$ cat src/hw/rtl/mcp_pkg.sv
// mcp_pkg: types, codes and constants shared by the protocol message parser
// no dependencies; imported by every module of the block but mcp_fifo
`timescale 1ns / 1ps

package mcp_pkg;

  localparam int MCP_GROUPS    = 16;
  localparam int MCP_CMD_DEPTH = 2;
  localparam int MCP_OUT_DEPTH = 2;

  localparam int GRP_W  = 4;
  localparam int MK_W   = 3;
  localparam int POS_W  = 10;
  localparam int DATA_W = 7;
  localparam int EVT_W  = 2;
  localparam int Q_W    = 8;
  localparam int IDX_W  = 3;

  // record bytes kept in storage; the last one always arrives with its event
  localparam int REC_STORED   = 4;
  localparam int REC_LAST_IDX = 4;

  localparam int POS_AUTH       = 13;
  localparam int POS_COUNT      = 14;
  localparam int POS_REC        = 15;
  localparam int POS_SET_FIRST  = 14;
  localparam int POS_SET_LAST   = 18;
  localparam int POS_TEST_FIRST = 14;
  localparam int POS_TEST_LAST  = 61;

  // floor(x / 5) = (x * 205) >> 10 for every x below 1024
  localparam int DIV5_MUL   = 205;
  localparam int DIV5_SHIFT = 10;

  typedef enum logic [MK_W-1:0] {
    MK_NEG     = 3'd0,
    MK_REPLY   = 3'd1,
    MK_SET     = 3'd2,
    MK_TEST    = 3'd3,
    MK_TRESP   = 3'd4,
    MK_CONFIRM = 3'd5
  } msg_kind_t;

  typedef enum logic [EVT_W-1:0] {
    EVT_OFFER   = 2'd0,
    EVT_SET     = 2'd1,
    EVT_TEST    = 2'd2,
    EVT_CONFIRM = 2'd3
  } evt_kind_t;

  // classified word handed from front to back
  typedef struct packed {
    logic [GRP_W-1:0]  grp;
    logic [MK_W-1:0]   mk;
    logic [DATA_W-1:0] data;
    logic              wr_auth;
    logic              wr_count;
    logic              rec_wr;
    logic              rec_lim;
    logic [Q_W-1:0]    rec_q;
    logic [IDX_W-1:0]  rec_idx;
    logic              test_set;
    logic              test_clr;
    logic              evt_en;
    evt_kind_t         evt;
  } cmd_t;

  typedef struct packed {
    evt_kind_t         evt;
    logic [GRP_W-1:0]  grp;
    logic [MK_W-1:0]   mk;
    logic [DATA_W-1:0] auth;
    logic [DATA_W-1:0] b0;
    logic [DATA_W-1:0] b1;
    logic [DATA_W-1:0] b2;
    logic [DATA_W-1:0] b3;
    logic [DATA_W-1:0] b4;
    logic              passed;
  } res_t;

endpackage

$ cat src/hw/rtl/mcp_fifo.sv
// mcp_fifo: small register queue with push/full and pop/empty sides
// depends on nothing but its parameters
`timescale 1ns / 1ps

module mcp_fifo #(
  parameter int WIDTH = 8,
  parameter int DEPTH = 2
) (
  input  logic             clk,
  input  logic             rst_n,
  input  logic             push,
  input  logic [WIDTH-1:0] wdata,
  output logic             full,
  input  logic             pop,
  output logic [WIDTH-1:0] rdata,
  output logic             empty
);

  localparam int PW = (DEPTH > 1) ? $clog2(DEPTH) : 1;
  localparam int CW = $clog2(DEPTH + 1);

  logic [WIDTH-1:0] mem_r [DEPTH];
  logic [PW-1:0]    wr_ptr_r, wr_ptr_nxt;
  logic [PW-1:0]    rd_ptr_r, rd_ptr_nxt;
  logic [CW-1:0]    count_r, count_nxt;
  logic             do_push, do_pop;

  assign full    = (count_r == CW'(DEPTH));
  assign empty   = (count_r == '0);
  assign do_push = push & ~full;
  assign do_pop  = pop & ~empty;
  assign rdata   = mem_r[rd_ptr_r];

  always_comb begin
    wr_ptr_nxt = wr_ptr_r;
    rd_ptr_nxt = rd_ptr_r;
    if (do_push) begin
      wr_ptr_nxt = (wr_ptr_r == PW'(DEPTH - 1)) ? '0 : wr_ptr_r + 1'b1;
    end
    if (do_pop) begin
      rd_ptr_nxt = (rd_ptr_r == PW'(DEPTH - 1)) ? '0 : rd_ptr_r + 1'b1;
    end
    count_nxt = count_r + CW'(do_push) - CW'(do_pop);
  end

  always_ff @(posedge clk) begin
    if (!rst_n) begin
      wr_ptr_r <= '0;
      rd_ptr_r <= '0;
      count_r  <= '0;
    end else begin
      wr_ptr_r <= wr_ptr_nxt;
      rd_ptr_r <= rd_ptr_nxt;
      count_r  <= count_nxt;
    end
  end

  always_ff @(posedge clk) begin
    if (do_push) begin
      mem_r[wr_ptr_r] <= wdata;
    end
  end

endmodule

$ cat src/hw/rtl/mcp_front.sv
// mcp_front: decodes message kind and byte position into a command word
// depends on mcp_pkg
`timescale 1ns / 1ps

module mcp_front import mcp_pkg::*; #(
  parameter int GROUPS = MCP_GROUPS
) (
  input  logic [GRP_W-1:0]  grp,
  input  logic [MK_W-1:0]   msg_kind,
  input  logic [POS_W-1:0]  byte_pos,
  input  logic [DATA_W-1:0] data_byte,
  output cmd_t              cmd,
  output logic              cmd_valid
);

  logic [POS_W-1:0]        rel;
  logic [POS_W-1:0]        tofs;
  logic [POS_W+Q_W-1:0]    prod;
  logic [Q_W-1:0]          q;
  logic [Q_W+2:0]          q5;
  logic [POS_W-1:0]        rem;
  logic                    in_range;

  // record slot within a negotiation list: (pos - 15) split into quotient and mod 5
  assign rel  = byte_pos - POS_W'(POS_REC);
  assign tofs = byte_pos - POS_W'(POS_TEST_FIRST);
  assign prod = (POS_W+Q_W)'(rel) * (POS_W+Q_W)'(DIV5_MUL);
  assign q    = prod[DIV5_SHIFT +: Q_W];
  assign q5   = ((Q_W+3)'(q) << 2) + (Q_W+3)'(q);
  assign rem  = rel - POS_W'(q5);

  assign in_range = (int'(grp) < GROUPS);

  always_comb begin
    cmd          = '0;
    cmd.grp      = grp;
    cmd.mk       = msg_kind;
    cmd.data     = data_byte;
    cmd.rec_q    = q;
    cmd.evt      = EVT_OFFER;
    unique case (msg_kind) inside
      MK_NEG, MK_REPLY: begin
        cmd.wr_auth  = (byte_pos == POS_W'(POS_AUTH));
        cmd.wr_count = (byte_pos == POS_W'(POS_COUNT));
        cmd.rec_wr   = (byte_pos >= POS_W'(POS_REC));
        cmd.rec_lim  = 1'b1;
        cmd.rec_idx  = rem[IDX_W-1:0];
        cmd.evt_en   = cmd.rec_wr && (rem[IDX_W-1:0] == IDX_W'(REC_LAST_IDX));
        cmd.evt      = EVT_OFFER;
      end
      MK_SET: begin
        cmd.wr_auth = (byte_pos == POS_W'(POS_AUTH));
        cmd.rec_wr  = (byte_pos >= POS_W'(POS_SET_FIRST)) &&
                      (byte_pos <= POS_W'(POS_SET_LAST));
        cmd.rec_idx = tofs[IDX_W-1:0];
        cmd.evt_en  = (byte_pos == POS_W'(POS_SET_LAST));
        cmd.evt     = EVT_SET;
      end
      MK_TEST, MK_TRESP: begin
        cmd.wr_auth  = (byte_pos == POS_W'(POS_AUTH));
        cmd.test_set = (byte_pos == POS_W'(POS_AUTH));
        cmd.test_clr = (byte_pos >= POS_W'(POS_TEST_FIRST)) &&
                       (byte_pos <= POS_W'(POS_TEST_LAST)) &&
                       (data_byte != tofs[DATA_W-1:0]);
        cmd.evt_en   = (byte_pos == POS_W'(POS_TEST_LAST));
        cmd.evt      = EVT_TEST;
      end
      MK_CONFIRM: begin
        cmd.wr_auth = (byte_pos == POS_W'(POS_AUTH));
        cmd.evt_en  = (byte_pos == POS_W'(POS_AUTH));
        cmd.evt     = EVT_CONFIRM;
      end
      default: begin
        cmd.evt = EVT_OFFER;
      end
    endcase
  end

  // bytes that touch nothing, or whose group is out of range, are dropped here
  assign cmd_valid = in_range & (cmd.wr_auth | cmd.wr_count | cmd.rec_wr |
                                 cmd.test_set | cmd.test_clr | cmd.evt_en);

endmodule

$ cat src/hw/rtl/mcp_back.sv
// mcp_back: per-group state and result assembly, one command word a cycle while the result queue is not full
// depends on mcp_pkg
`timescale 1ns / 1ps

module mcp_back import mcp_pkg::*; #(
  parameter int GROUPS = MCP_GROUPS
) (
  input  logic clk,
  input  logic rst_n,
  input  logic cmd_valid,
  input  cmd_t cmd,
  output logic cmd_pop,
  input  logic out_full,
  output logic res_valid,
  output res_t res
);

  localparam int GIW = (GROUPS > 1) ? $clog2(GROUPS) : 1;

  logic [DATA_W-1:0] auth_r  [GROUPS];
  logic [DATA_W-1:0] count_r [GROUPS];
  logic [DATA_W-1:0] rec_r   [GROUPS][REC_STORED];
  logic              test_ok_r [GROUPS];

  logic [GIW-1:0] gi;
  logic           fire;
  logic           rec_ok;
  logic           emit;
  logic           with_rec;

  assign gi   = cmd.grp[GIW-1:0];
  assign fire = cmd_valid & ~out_full;
  assign cmd_pop = fire;

  // negotiation records only count while inside the announced list
  assign rec_ok = cmd.rec_wr & (~cmd.rec_lim | (cmd.rec_q < {1'b0, count_r[gi]}));
  assign emit   = cmd.evt_en & (~cmd.rec_lim | rec_ok);
  assign res_valid = fire & emit;

  assign with_rec = (cmd.evt == EVT_OFFER) || (cmd.evt == EVT_SET);

  always_comb begin
    res        = '0;
    res.evt    = cmd.evt;
    res.grp    = cmd.grp;
    res.mk     = cmd.mk;
    res.auth   = cmd.wr_auth ? cmd.data : auth_r[gi];
    if (with_rec) begin
      res.b0 = rec_r[gi][0];
      res.b1 = rec_r[gi][1];
      res.b2 = rec_r[gi][2];
      res.b3 = rec_r[gi][3];
      res.b4 = cmd.data;
    end
    res.passed = (cmd.evt == EVT_TEST) & test_ok_r[gi] & ~cmd.test_clr;
  end

  always_ff @(posedge clk) begin
    if (fire) begin
      if (cmd.wr_auth) begin
        auth_r[gi] <= cmd.data;
      end
      if (rec_ok && (cmd.rec_idx != IDX_W'(REC_LAST_IDX))) begin
        rec_r[gi][cmd.rec_idx[1:0]] <= cmd.data;
      end
    end
  end

  always_ff @(posedge clk) begin
    if (!rst_n) begin
      for (int i = 0; i < GROUPS; i++) begin
        count_r[i]   <= '0;
        test_ok_r[i] <= 1'b0;
      end
    end else if (fire) begin
      if (cmd.wr_count) begin
        count_r[gi] <= cmd.data;
      end
      if (cmd.test_set) begin
        test_ok_r[gi] <= 1'b1;
      end else if (cmd.test_clr) begin
        test_ok_r[gi] <= 1'b0;
      end
    end
  end

endmodule

$ cat src/hw/rtl/midi_ci_protocol_message_parser.sv
// MIDI-CI protocol message parser: takes one 7-bit sysex byte per cycle with its
// group, message kind and position, and queues protocol-offered, set-protocol,
// test-result and confirm events. A byte is accepted every cycle while full is
// low; the result of a byte shows on the output after it has passed both queues
// (decode into the command queue, then per-group state update into the result
// queue). Throughput is one byte per cycle, set by the single read-modify-write
// of per-group state in the back end; it holds as long as results are popped.
// Authority levels and record bytes read before being written return garbage.
// Depends on mcp_pkg, mcp_front, mcp_fifo and mcp_back.
`timescale 1ns / 1ps

module midi_ci_protocol_message_parser import mcp_pkg::*; #(
  parameter int GROUPS    = MCP_GROUPS,
  parameter int CMD_DEPTH = MCP_CMD_DEPTH,
  parameter int OUT_DEPTH = MCP_OUT_DEPTH
) (
  input  logic              clk,
  input  logic              rst_n,

  input  logic              push,
  output logic              full,
  input  logic [GRP_W-1:0]  in_group,
  input  logic [MK_W-1:0]   in_msg_kind,
  input  logic [POS_W-1:0]  in_byte_pos,
  input  logic [DATA_W-1:0] in_data_byte,

  output logic              empty,
  input  logic              pop,
  output logic [EVT_W-1:0]  out_event_kind,
  output logic [GRP_W-1:0]  out_event_group,
  output logic [MK_W-1:0]   out_event_msg_kind,
  output logic [DATA_W-1:0] out_authority,
  output logic [DATA_W-1:0] out_proto_byte0,
  output logic [DATA_W-1:0] out_proto_byte1,
  output logic [DATA_W-1:0] out_proto_byte2,
  output logic [DATA_W-1:0] out_proto_byte3,
  output logic [DATA_W-1:0] out_proto_byte4,
  output logic              out_test_passed
);

  cmd_t cmd_in, cmd_q;
  logic cmd_in_valid;
  logic [$bits(cmd_t)-1:0] cmd_rd;
  logic cmd_empty, cmd_pop;

  res_t res_in, res_q;
  logic res_valid, res_full;
  logic [$bits(res_t)-1:0] res_rd;

  mcp_front #(
    .GROUPS (GROUPS)
  ) u_front (
    .grp       (in_group),
    .msg_kind  (in_msg_kind),
    .byte_pos  (in_byte_pos),
    .data_byte (in_data_byte),
    .cmd       (cmd_in),
    .cmd_valid (cmd_in_valid)
  );

  mcp_fifo #(
    .WIDTH ($bits(cmd_t)),
    .DEPTH (CMD_DEPTH)
  ) u_cmd_q (
    .clk   (clk),
    .rst_n (rst_n),
    .push  (push & cmd_in_valid),
    .wdata (cmd_in),
    .full  (full),
    .pop   (cmd_pop),
    .rdata (cmd_rd),
    .empty (cmd_empty)
  );

  assign cmd_q = cmd_t'(cmd_rd);

  mcp_back #(
    .GROUPS (GROUPS)
  ) u_back (
    .clk       (clk),
    .rst_n     (rst_n),
    .cmd_valid (~cmd_empty),
    .cmd       (cmd_q),
    .cmd_pop   (cmd_pop),
    .out_full  (res_full),
    .res_valid (res_valid),
    .res       (res_in)
  );

  mcp_fifo #(
    .WIDTH ($bits(res_t)),
    .DEPTH (OUT_DEPTH)
  ) u_res_q (
    .clk   (clk),
    .rst_n (rst_n),
    .push  (res_valid),
    .wdata (res_in),
    .full  (res_full),
    .pop   (pop),
    .rdata (res_rd),
    .empty (empty)
  );

  assign res_q = res_t'(res_rd);

  assign out_event_kind     = res_q.evt;
  assign out_event_group    = res_q.grp;
  assign out_event_msg_kind = res_q.mk;
  assign out_authority      = res_q.auth;
  assign out_proto_byte0    = res_q.b0;
  assign out_proto_byte1    = res_q.b1;
  assign out_proto_byte2    = res_q.b2;
  assign out_proto_byte3    = res_q.b3;
  assign out_proto_byte4    = res_q.b4;
  assign out_test_passed    = res_q.passed;

  // test and confirm words carry no record bytes
  a_no_record: assert property (@(posedge clk) disable iff (!rst_n)
    !empty && (out_event_kind == EVT_TEST || out_event_kind == EVT_CONFIRM) |->
      out_proto_byte0 == '0 && out_proto_byte1 == '0 && out_proto_byte2 == '0 &&
      out_proto_byte3 == '0 && out_proto_byte4 == '0)
    else $error("record bytes set on a test or confirm word");

  a_offer_kind: assert property (@(posedge clk) disable iff (!rst_n)
    !empty && out_event_kind == EVT_OFFER |->
      out_event_msg_kind == MK_NEG || out_event_msg_kind == MK_REPLY)
    else $error("protocol offered from a non-negotiation message");

  a_set_kind: assert property (@(posedge clk) disable iff (!rst_n)
    !empty && out_event_kind == EVT_SET |-> out_event_msg_kind == MK_SET)
    else $error("set protocol word from another message kind");

  a_pass_only_test: assert property (@(posedge clk) disable iff (!rst_n)
    !empty && out_test_passed |-> out_event_kind == EVT_TEST)
    else $error("pass flag on a word that is not a test result");

endmodule

$ cat config.mk
export PLATFORM = sky130hd
export DESIGN_NAME = midi_ci_protocol_message_parser
export DESIGN_NICKNAME = d
export VERILOG_FILES = /design/src/hw/rtl/mcp_pkg.sv /design/src/hw/rtl/mcp_fifo.sv /design/src/hw/rtl/mcp_front.sv /design/src/hw/rtl/mcp_back.sv /design/src/hw/rtl/midi_ci_protocol_message_parser.sv
export SDC_FILE = /design/constraint.sdc
export NUM_CORES = 1
export LEC_CHECK = 0
export BUFFER_PORTS_ARGS = -buffer_cell sky130_fd_sc_hd__buf_2
export CORE_ASPECT_RATIO = 1.25
export CORE_MARGIN = 2
export CORE_UTILIZATION = 35
export CTS_CLUSTER_DIAMETER = 100
export DETAILED_ROUTE_END_ITERATION = 8
export PLACE_DENSITY = 0.6
export SETUP_SLACK_MARGIN = 0.2
export SLEW_MARGIN = 20
export SYNTH_ARGS = -nofsm -noshare
export SYNTH_HDL_FRONTEND = slang
export SYNTH_SLANG_ARGS = --single-unit
$ cat constraint.sdc
create_clock -name clk -period 7.4 [get_ports clk]
set_clock_uncertainty 0.05 [all_clocks]
set_input_delay 1.48 -clock clk [delete_from_list [all_inputs] [get_ports clk]]
set_output_delay 1.48 -clock clk [all_outputs]
set_load 0.05 [all_outputs]
### Word level (Yosys, flattened, before mapping)

Memory sizes are Yosys's and may differ from the RTL's. A register that Yosys moved wholly into a read port is not among the register bits.
Index checks and enable logic that the tools add are counted.

| storage, ports and cells | value |
|---|---|
| register bits | 8 |
| bits in writable memories | 860 |
| bits of input ports | 28 |
| output and inout port bits | 54 |
| word-level logic and storage cells | 141 |
| memories | 6 |

Memory list:

| name | words | bits a word | rd ports | clocked after memory_dff | wr ports | line | source |
|---|---|---|---|---|---|---|---|
| u_back.rec_r | 16 | 28 | 1 | 0 | 1 | mcp_back.sv:22 | `logic [DATA_W-1:0] rec_r [GROUPS][REC_STORED];` |
| u_back.auth_r | 16 | 7 | 1 | 0 | 1 | mcp_back.sv:20 | `logic [DATA_W-1:0] auth_r [GROUPS];` |
| u_back.count_r | 16 | 7 | 1 | 0 | 16 | mcp_back.sv:21 | `logic [DATA_W-1:0] count_r [GROUPS];` |
| u_res_q.mem_r | 2 | 52 | 1 | 1 | 1 | mcp_fifo.sv:22 | `logic [WIDTH-1:0] mem_r [DEPTH];` |
| u_cmd_q.mem_r | 2 | 34 | 1 | 1 | 1 | mcp_fifo.sv:22 |  |
| u_back.test_ok_r | 16 | 1 | 1 | 0 | 16 | mcp_back.sv:23 | `logic test_ok_r [GROUPS];` |

| operators by class | value |
|---|---|
| add/subtract/negate cells | 12 |
| multipliers | 1 |
| order comparisons | 7 |
| eq/ne operators | 16 |
| mux-type cells | 51 |
| bitwise gates (word level) | 26 |
| reduce and logical (&&, ||, !) cells | 16 |

Operators by type and width:

| cell | number |
|---|---|
| $mux 1 | 38 |
| $mux 35 | 1 |
| $mux 28 | 1 |
| $mux 7 | 3 |
| $eq 10x4->1 const B | 2 |
| $ge 10x4->1 const B | 2 |
| $mul 10x8->18 const B | 1 |
| $demux 7 s2 | 1 |
| $and 1x1->1 | 11 |
| $eq 10x5->1 const B | 1 |
| $eq 10x6->1 const B | 1 |
| $le 10x5->1 const B | 1 |
| $le 10x6->1 const B | 1 |
| $sub 10x4->10 const B | 1 |
| $eq 3x3->1 const B | 3 |
| $lt 8x7->1 | 1 |
| $mux 4 | 2 |
| $or 1x1->1 | 8 |
| $ne 7x7->1 | 1 |
| $reduce_or 7->1 | 1 |
| $sub 7x4->7 const B | 1 |
| $eq 2x2->1 const B | 3 |
| $eq 3x2->1 const B | 2 |
| $logic_and 1x1->1 | 6 |
| 23 further kinds | 36 |

### Logic depth before layout (Yosys ltp)

Gate-level depths: netlist of run 1.

| logic depth | value |
|---|---|
| depth after elaboration | 12 |
| gate-level depth with buffers | 24 |
| gate-level depth less buffers | 24 |

### Modules after synthesis

From an unflattened synthesis of run 1, not the netlist that was laid out.

| second synthesis, totals | value |
|---|---|
| cells, all modules | 2004 |
| area total of the unflattened synthesis | 37477.2 um2 |

Modules (own cells, without submodules):

| module | times used | cells an instance | area an instance (um2) | sequential area each (um2) |
|---|---|---|---|---|
| mcp_back | 1 | 1415 | 28189.5 | 20499.7 |
| mcp_fifo at u_res_q | 1 | 189 | 4241.6 | 3223.1 |
| mcp_fifo at u_cmd_q | 1 | 133 | 2842.7 | 2142.1 |
| mcp_front | 1 | 265 | 2193.4 | 0.0 |
| midi_ci_protocol_message_parser | 1 | 2 | 10.0 | 0.0 |

### Least setup slack after synthesis of run 1

OpenSTA, ideal clock, no wires.

| path | value |
|---|---|
| path type | register to register |
| start | register with a tool-made name |
| end | memory u_res_q.mem_r[0][0] in the netlist's numbering, enable pin |
| setup time | 525 ps |
| arrival | 6919 ps |
| setup slack | -95 ps |
| cell stages (with the launch flop) | 17 |
| buffers on the path | 4 |
| clock period less this slack | 7495 ps |
| cells stage by stage | dfxtp_1 -> buf_6 -> mux2_4 -> buf_2 -> buf_4 -> buf_2 -> mux4_2 -> nand2_1 -> nand2_1 -> o21ai_1 -> ha_1 -> a21o_1 -> a211oi_4 -> nor2b_1 -> a21o_1 -> a41oi_1 -> nor3_1 |

RTL lines:

| what | line |
|---|---|
| end, declared | mcp_fifo.sv:22 |

==> metrics.txt, run 1 <==
Min-Delay Path Depth 2; cts bufs inserted 79; detailed placement HPWL approximately 54000 µm; mean post-synth cell area between 15 and 20 µm²; launch point of the worst hold path u_cmd_q.wr_ptr_r; synthesized instance count 2117; most frequent cells in the layout edfxtp_1 (844), nor2_1 (230), nand2_1 (175); share of cells above drive strength 1 a little under a quarter; # DRC 0; CP Capture Type flip-flop; Clock Sinks 870; total grt overflow 0; Final Hold Viols 0; post-synthesis register bit count between 800 and 900; total number of vias around 19000; sequential element share of the synthesized area a little over two thirds; global-route wire length before repair between 100000 and 150000 µm; startpoint types primary input; routability cong. 0.832; Die Y approximately 370 µm; routed vias/inst 5.30; crit path time final approximately 6500 ps; WP data required 7710 ps; Reg2Reg Setup Slack a little under 2000 ps; post-DR wirelength/cell approximately 24 µm; r2r worst-path depth 12; Worst IR Drop VDD roughly 220 µV; r2r endpoint u_res_q.mem_r[1][39]; initial DRC count between 1500 and 2000; relative slew slack 28.8%; max-slew violation count 0; Post-DRT Antenna Nets 0; share of the synthesized area in the top cell type 69.3%; P&R area growth vs syn 12.6%; die area about 110000 µm²; Worst Path Arrival between 6000 and 7000 ps; RSZ-0062 raised after global routing no; CP top delay family adder cells; worst hold path type reg2reg; Core ar. between 100000 and 150000 µm²; CTS-repair resized insts 0; WS Path Type in2reg; Die Wd 293 µm; Finished Layout Cells roughly 3600; max frequency 153 MHz; Max-Cap Viols 0; Slew @ Worst Pin 1060 ps; Rows 132; Skew-Pair Late Insertion Delay between 600 and 700 ps; Total Negative Setup Slacks 0 ps; H-tree depth 3; Initial Util 35.3%; vias in the first global route around 20000; Worst path most repeated cell inv_1; CTS clk-pin slew, worst paths around 60 ps; CTS hold repair buffers 0; initial antenna violation count 4; PortBufs 81; clk buf depth 3; Post-Syn Nets 2228; CP max-delay cell fa_1; Static Leak 13.6 nW; Critical path buffers and inverters 6; post-synth top area cell edfxtp_1; post-CTS setup buffer count 0; setup violators final 0; Worst Hold End u_cmd_q.wr_ptr_r; dominant synthesized flop cell edfxtp_1; placed cell count 3472; asr flop ratio synth 0%; largest net degree at the start of global routing between 80 and 90; Post-Syn Area between 30000 and 40000 µm²; most common cell after layout, fill and taps aside edfxtp_1; Post-synth EDFFs approximately 840; Synth area leaders edfxtp_1 (69%), mux4_2 (10%), nor2_1 (2.4%), ha_1 (2.2%), mux2_2 (2.1%); drt pass-1 iters 5; CP max stage delay between 400 and 500 ps; Synth warnings 0; All-Layer GR Usage between 15 and 20%; CTS tree done; routed wire length around 87000 µm; PwrDens ~350 nW/µm²; Crit Path Max Fanout 9; clk root buf clkbuf_16; outcome completed; Ports between 80 and 90; Post-layout nets ~2300; fin crit share a little under 90%; distinct cell type count after synthesis between 70 and 80
==> registers in the layout (all words and copies together), names as in the netlist, 2 cells and up, named ones only <==
name              count
u_back.rec_r        448
u_back.auth_r       112
u_back.count_r      112
u_res_q.mem_r       104
u_cmd_q.mem_r        68
u_back.test_ok_r     16
u_cmd_q.count_r       2
u_res_q.count_r       2
==> area by class of cell <==
class                   count  area, µm²
well taps                1340       1680
multi-input cells        1081      10100
clock inverters            49        524
fillers                  9270      62400
inverters                  61        234
diodes                      2       5.00
repair buffers            121        729
clock buffers              95       2080
flip-flops and latches    870      25900
==> per-stage QoR <==
stage	power, mW	utilization [%]	setup WS, ps	cell area, µm²	hold WS (ps)
after detailed placement	10.3	37.2	163	38500	457
after global placement	10.2	37.2	290	38500	441
final	14.3	39.8	854	41200	475
after global routing	14.9	39.8	366	41200	510
after floorplan	9.05	-	838	36600	399
after CTS	14.5	39.7	835	41100	475
==> layer usage <==
metal	up-vias	part of all wire, %	global-route usage (%)	routed length, µm
li1	8453	-	-	-
met1	10000	40	20.2	34700
met2	577	52	28.8	44700
met3	140	5.2	2.27	4530
met4	2	3.0	5.76	2580
met5	-	0.015	0	13
==> kinds of logic after synthesis <==
family                     Yosys count  synth area share [%]
xor gates and xnor gates            36                 0.862
buffers and inverters              166                  2.05
adders and majority gates           83                  3.21
AOI/OAI and AO/OA                  196                  4.01
and+or+nand+nor                    506                  6.02
DFF                                870                  70.7
muxes                              260                  13.1
==> worst register-to-register path, stage by stage (launching register included) <==
cell and delay, ps:
dfxtp_2 570, mux2_8 600, mux4_2 600, nand2_1 160
nand3_1 150, o21ai_1 260, ha_1 300, a21o_1 190
a211oi_4 490, nor2b_1 230, a41oi_1 330, nor3b_4 280
buf_4 670
==> power breakdown <==
| part | total (mW) | switching [mW] | internal (mW) |
|---|---|---|---|
| Sequential | 6.04 | 0.0744 | 5.96 |
| Combinational | 4.11 | 2.69 | 1.43 |
| Clock | 4.15 | 1.81 | 2.33 |
| Total | 14.3 | 4.58 | 9.72 |
==> cell usage after synthesis, drive strengths merged, types with 3 or more instances <==
cell and number:
o2111ai 3, nand2 175, nor4 4, a32oi 3
edfxtp 844, a211oi 4, clkbuf 42, mux4 167
nor3 25, or3b 4, nand3 13, nor2 230
a22oi 18, xor2 9, o21a 4, inv 61
a311oi 27, o21ai 18, dfxtp 26, o22ai 32
mux2i 24, a31oi 4, a21o 12, mux2 69
nand2b 7, buf 63, xnor2 27, nand3b 7
o211ai 3, a21oi 38, and3 6, ha 65
o22a 3, and2 13, nor2b 12, fa 18
a221oi 8
==> worst max path at each step <==
stage          slack, ps            from  depth (start not counted)                  end
2_1_floorplan        840  in_byte_pos[3]                         24  u_cmd_q.mem_r[0][7]
3_3_place_gp         290  in_byte_pos[2]                         25  u_cmd_q.mem_r[0][7]
3_5_place_dp         160  in_byte_pos[2]                         25  u_cmd_q.mem_r[0][2]
4_1_cts              840  in_byte_pos[2]                         25  u_cmd_q.mem_r[1][2]
5_1_grt              370  in_byte_pos[2]                         25  u_cmd_q.mem_r[1][2]
6_report             850  in_byte_pos[2]                         25  u_cmd_q.mem_r[1][2]
No activity file was read; power rests on OpenSTA's default activity.
==> inputs of run 2 (changes only) <==
--- a/config.mk
+++ b/config.mk
@@ -11,7 +11,7 @@
 export CORE_UTILIZATION = 35
 export CTS_CLUSTER_DIAMETER = 100
 export DETAILED_ROUTE_END_ITERATION = 8
-export PLACE_DENSITY = 0.6
+export PLACE_DENSITY = 0.59
 export SETUP_SLACK_MARGIN = 0.2
 export SLEW_MARGIN = 20
 export SYNTH_ARGS = -nofsm -noshare
==> constraint.sdc (replaced) <==
create_clock -name clk -period 6.2 [get_ports clk]
set_clock_uncertainty 0.05 [all_clocks]
set_input_delay 1.24 -clock clk [delete_from_list [all_inputs] [get_ports clk]]
set_output_delay 1.24 -clock clk [all_outputs]
set_load 0.05 [all_outputs]
==> run 2 against run 1 <==
Setup slack lost 470 ps. Clock power is 22% higher. Worst hold slack worse by 13 ps. Sequential cell count unchanged. Combinational power up 26%. Die area unchanged. Sequential power is 20% higher. Critical path type unchanged. Largest power group unchanged. Highest routed layer unchanged.
==> metrics.txt, run 2 (same netlist as run 1, synthesis figures left out) <==
Clock Sinks 870; most frequent cells in the layout edfxtp_1 (844), nor2_1 (230), nand2_1 (175); Total Negative Setup Slacks 0 ps; PortBufs 81; PwrDens roughly 420 nW/µm²; largest net degree at the start of global routing about 120; clk buf depth 3; CTS tree done; H-tree depth 3; Post-layout nets 2371; outcome completed; relative slew slack roughly 21%; vias in the first global route approximately 20000; Slew @ Worst Pin ~1200 ps; routability cong. about 0.83; Util after Layout about two fifths; crit path time final about 5800 ps; share of cells above drive strength 1 25.4%; total grt overflow 0; CP Capture Type flip-flop; Post-DRT Antenna Nets 0; CP max stage delay around 530 ps; cts bufs inserted 80; CP max-delay cell fa_1; Die Y approximately 370 µm; routed wire length between 80000 and 90000 µm; routed vias/inst approximately 5.3; RSZ-0062 raised after global routing no; Rows ~130; Max-Cap Viols 0; Worst path most repeated cell inv_2; Core ar. just over 100000 µm²; Initial Util around a third; Die Wd 293 µm; post-DR wirelength/cell 23.6 µm; Final Hold Viols 0; All-Layer GR Usage 16.1%; fin crit share between 90% and 100%; global-route wire length before repair approximately 130000 µm; max-slew violation count 0; placed cell count between 3000 and 4000; setup violators final 0; detailed placement HPWL 54300 µm; clk root buf clkbuf_16; startpoint types primary input; initial antenna violation count 3; most common cell after layout, fill and taps aside edfxtp_1; CTS hold repair buffers 0; Ports 82; initial DRC count around 1800; Worst Path Arrival approximately 6100 ps; # DRC 0; drt pass-1 iters 5; Crit Path Max Fanout 4; Skew-Pair Late Insertion Delay ~640 ps; total number of vias 19300; P&R area growth vs syn 14.1%; die area 107000 µm²; Static Leak about 14 nW; CTS clk-pin slew, worst paths 60 ps; Finished Layout Cells approximately 3700; WP data required approximately 6500 ps; max frequency 172 MHz; Worst IR Drop VDD 235 µV; max FFs per register around 450; worst hold path type reg2reg; WS Path Type in2reg
run 2: power by group:
| part | total (mW) | switching (mW) | leakage (nW) | internal (mW) |
|---|---|---|---|---|
| sequential | 7.22 | 0.107 | 7.99 | 7.12 |
| clock | 5.06 | 2.16 | 1.30 | 2.90 |
| combinational | 5.18 | 3.28 | 4.63 | 1.90 |
| total | 17.5 | 5.54 | 13.9 | 11.9 |
run 2: final cells by class:
cell class	count	area, µm²
flip-flops and latches	870	25900
clock buffers	95	2100
inverters	61	234
fillers	9211	61800
well taps	1340	1680
clock inverters	51	578
repair buffers	166	1110
diodes	1	2.50
multi-input cells	1081	10100
run 2: repair_timing:
action                     in CTS  in global routing
gates resized for setup         0                 20
setup endpoints to repair       0                  4
hold endpoints to repair        0                  0
setup buffers                   0                  3
run 2: metrics by stage:
step	hold WS (ps)	total power, mW	worst slack (ps)	instance area, µm²
final	462	17.5	383	41700
after global routing	514	18.2	170	41700
after CTS	466	17.5	317	41600
after detailed placement	447	12.5	-327	38900
after global placement	443	12.3	-245	38900
after floorplan	399	10.8	111	36600
run 2: critical path: cells and delay by family:
| kind | cells | cell delay (ps) |
|---|---|---|
| XOR/XNOR | 4 | 610 |
| AND/OR/NAND/NOR | 3 | 450 |
| adder cells (fa/ha/maj) | 8 | 2860 |
| buffers and inverters | 6 | 360 |
| AO/OA/AOI/OAI | 4 | 600 |
run 2: path summary, 6_finish.rpt:
check              startpoint                   end  slack [ps]  cells past startpoint
max reg2reg         flip-flop  u_res_q.mem_r[1][35]        1030                     12
min          u_res_q.rd_ptr_r             flip-flop         460                      2
min reg2reg  u_res_q.rd_ptr_r             flip-flop         460                      2
max            in_byte_pos[1]   u_cmd_q.mem_r[1][7]         380                     25
run 2: routing by layer:
layer / global-route usage [%] / up-vias / part of all wire (%)
met1: 19.4 / 10000 / 39
met2: 29.3 / 577 / 52
met4: 6.58 / 2 / 3.5
met3: 2.02 / 148 / 5.1
met5: 0 / - / 0.015
li1: - / 8540 / -
==> inputs of run 3 (changes only) <==
==> constraint.sdc (replaced) <==
create_clock -name clk -period 5.77 [get_ports clk]
set_clock_uncertainty 0.05 [all_clocks]
set_input_delay 1.154 -clock clk [delete_from_list [all_inputs] [get_ports clk]]
set_output_delay 1.154 -clock clk [all_outputs]
set_load 0.05 [all_outputs]
==> run 3 against run 2 <==
Critical path type unchanged. Via count is 1.2% higher. Cell count up 0.95%. Global-route usage rose by 0.34 points. Wire length grew 1.7%. Non-clock buffer count is 25 higher. Combinational power rose by 8.7%. Sequential power rose by 7.9%. Register-to-register slack got worse by 70 ps. Final area up 0.69%. Die area stayed put.
==> metrics.txt, run 3 (same netlist as run 1, synthesis figures left out) <==
RSZ-0062 raised after global routing yes; global-route wire length before repair 132000 µm; Final Hold Viols 0; Worst Path Arrival around 5900 ps; drt pass-1 iters 6; Worst IR Drop VDD between 200 and 300 µV; Net Sw Frac about a third; Final Cell Area 42000 µm²; H-tree depth 3; post-DR wirelength/cell about 24 µm; routed vias/inst 5.28; max-slew violation count 0; max FFs per register 448; most common cell after layout, fill and taps aside edfxtp_1; Total Negative Setup Slacks 0 ps; CTS hold repair buffers 0; All-Layer GR Usage 16.5%; met2 wire length 46400 µm; Post-Place Setup Slack -690 ps; Rows between 100 and 150; share of cells above drive strength 1 26.8%; Switch Pwr slightly above 6 mW; Combinational Power Share a little under 30%; relative slew slack 19.5%; WP data required 6100 ps; worst hold path type reg2reg; clk buf depth 3; CTS clk-pin slew, worst paths 60 ps; detailed placement HPWL 56800 µm; Final WS setup approximately 210 ps; P&R area growth vs syn 14.9%; CP Capture Type flip-flop; Seq pwr share 41.2%; WS Path Type in2reg; vias in the first global route ~20000; Post-layout nets ~2400; Core ar. just over 100000 µm²; Die Wd about 290 µm; Initial Util a little over a third; PwrDens approximately 450 nW/µm²; Util after Layout between 40% and 50%; total grt overflow 0; total number of vias 19500; setup violators final 0; Max Used Layer met5; fin crit share a little over nine tenths; die area 107000 µm²; Post-DRT Antenna Nets 0; Max-Cap Viols 0; most frequent cells in the layout edfxtp_1 (844), nor2_1 (228), nand2_1 (175); CTS tree done; PortBufs 81; Die Y approximately 370 µm; startpoint types primary input; routability cong. between 0.8 and 0.9; crit path time final between 5000 and 6000 ps; Slew @ Worst Pin ~1200 ps; Crit Path Max Fanout 3; Static Leak ~14 nW; Clock Sinks between 800 and 900; Skew-Pair Late Insertion Delay between 600 and 700 ps; max frequency ~180 MHz; placed cell areas just under 40000 µm²; routed wire length about 90000 µm; initial DRC count between 1500 and 2000; Ports approximately 80; cts bufs inserted 83; outcome completed; initial antenna violation count 1; clk root buf clkbuf_16; # DRC 0; Met1 Routed Length between 30000 and 40000 µm; Clock Power Share between 20 and 30%; metal3 WL approximately 4400 µm; largest net degree at the start of global routing 74; Power Total approximately 19 mW; P_int 12.9 mW
[run 3: cell count changes in the layout (fill, tap and decap cells not counted), sizes merged]
| cell | previous run | this run |
|---|---|---|
| clkinvlp | 4 | 6 |
| bufinv | 11 | 9 |
| buf | 165 | 190 |
| clkbuf | 96 | 95 |
| inv | 66 | 63 |
| clkinv | 31 | 44 |
| diode | 1 | 2 |
[run 3: final cells by class]
| class | count | area (µm²) |
|---|---|---|
| timing repair buffer | 191 | 1280 |
| multi-input combinational | 1081 | 10200 |
| fill | 9189 | 61600 |
| sequential | 870 | 25900 |
| clock buffer | 94 | 2140 |
| tap | 1340 | 1680 |
| clock inverter | 61 | 617 |
| inverter | 61 | 234 |
| antenna | 2 | 5.00 |
[run 3: worst max-delay path, cell delays in order]
cell	delay, ps
buf_8	100
ha_4	160
a31oi_4	130
and2_4	180
nor2b_4	150
xor2_2	80
ha_1	320
inv_2	40
fa_1	480
inv_1	50
fa_1	490
inv_2	40
fa_1	520
inv_2	50
ha_4	260
o211ai_1	80
o21a_2	240
xnor2_2	150
ha_2	200
inv_2	40
fa_2	360
xnor2_2	160
xnor2_2	200
nand3b_1	130
o211ai_1	100
[run 3: repair_timing]
item                                    CTS  global route
endpoints found under the setup margin    4             6
pin swaps                                 9            13
hold endpoints to repair                  0             0
setup buffers                             7             2
gates resized for setup                  15             8
[run 3: worst paths after layout]
| kind | end | cells after the start | slack [ps] | from |
|---|---|---|---|---|
| min reg2reg | u_cmd_q.wr_ptr_r | 2 | 470 | u_cmd_q.wr_ptr_r |
| max reg2reg | u_res_q.mem_r[1][8] | 13 | 960 | flip-flop |
| max | u_cmd_q.mem_r[0][7] | 25 | 210 | in_byte_pos[2] |
| min | u_cmd_q.wr_ptr_r | 2 | 470 | u_cmd_q.wr_ptr_r |
[run 3: through the flow]
stage | instances | hold slack (ps)
floorplan | 2117 | 399
global placement | 3534 | 444
detailed placement | 3534 | 465
CTS | 3696 | 477
global route | 3698 | 490
finish | 3700 | 474
[run 3: layer usage]
| layer | vias up | track usage [%] |
|---|---|---|
| li1 | 8612 | - |
| met1 | 10200 | 20.2 |
| met2 | 637 | 29.9 |
| met3 | 110 | 2.00 |
| met4 | 2 | 5.86 |
| met5 | - | 0 |
[run 3: power groups by stage]
stage	logic [mW]	registers, mW	clock network (mW)
after global placement	5.44	7.92	0
after detailed placement	5.54	7.93	0
after CTS	5.69	7.80	5.58
after global routing	6.09	7.82	5.83
final	5.63	7.79	5.48
after floorplan	3.82	7.83	0
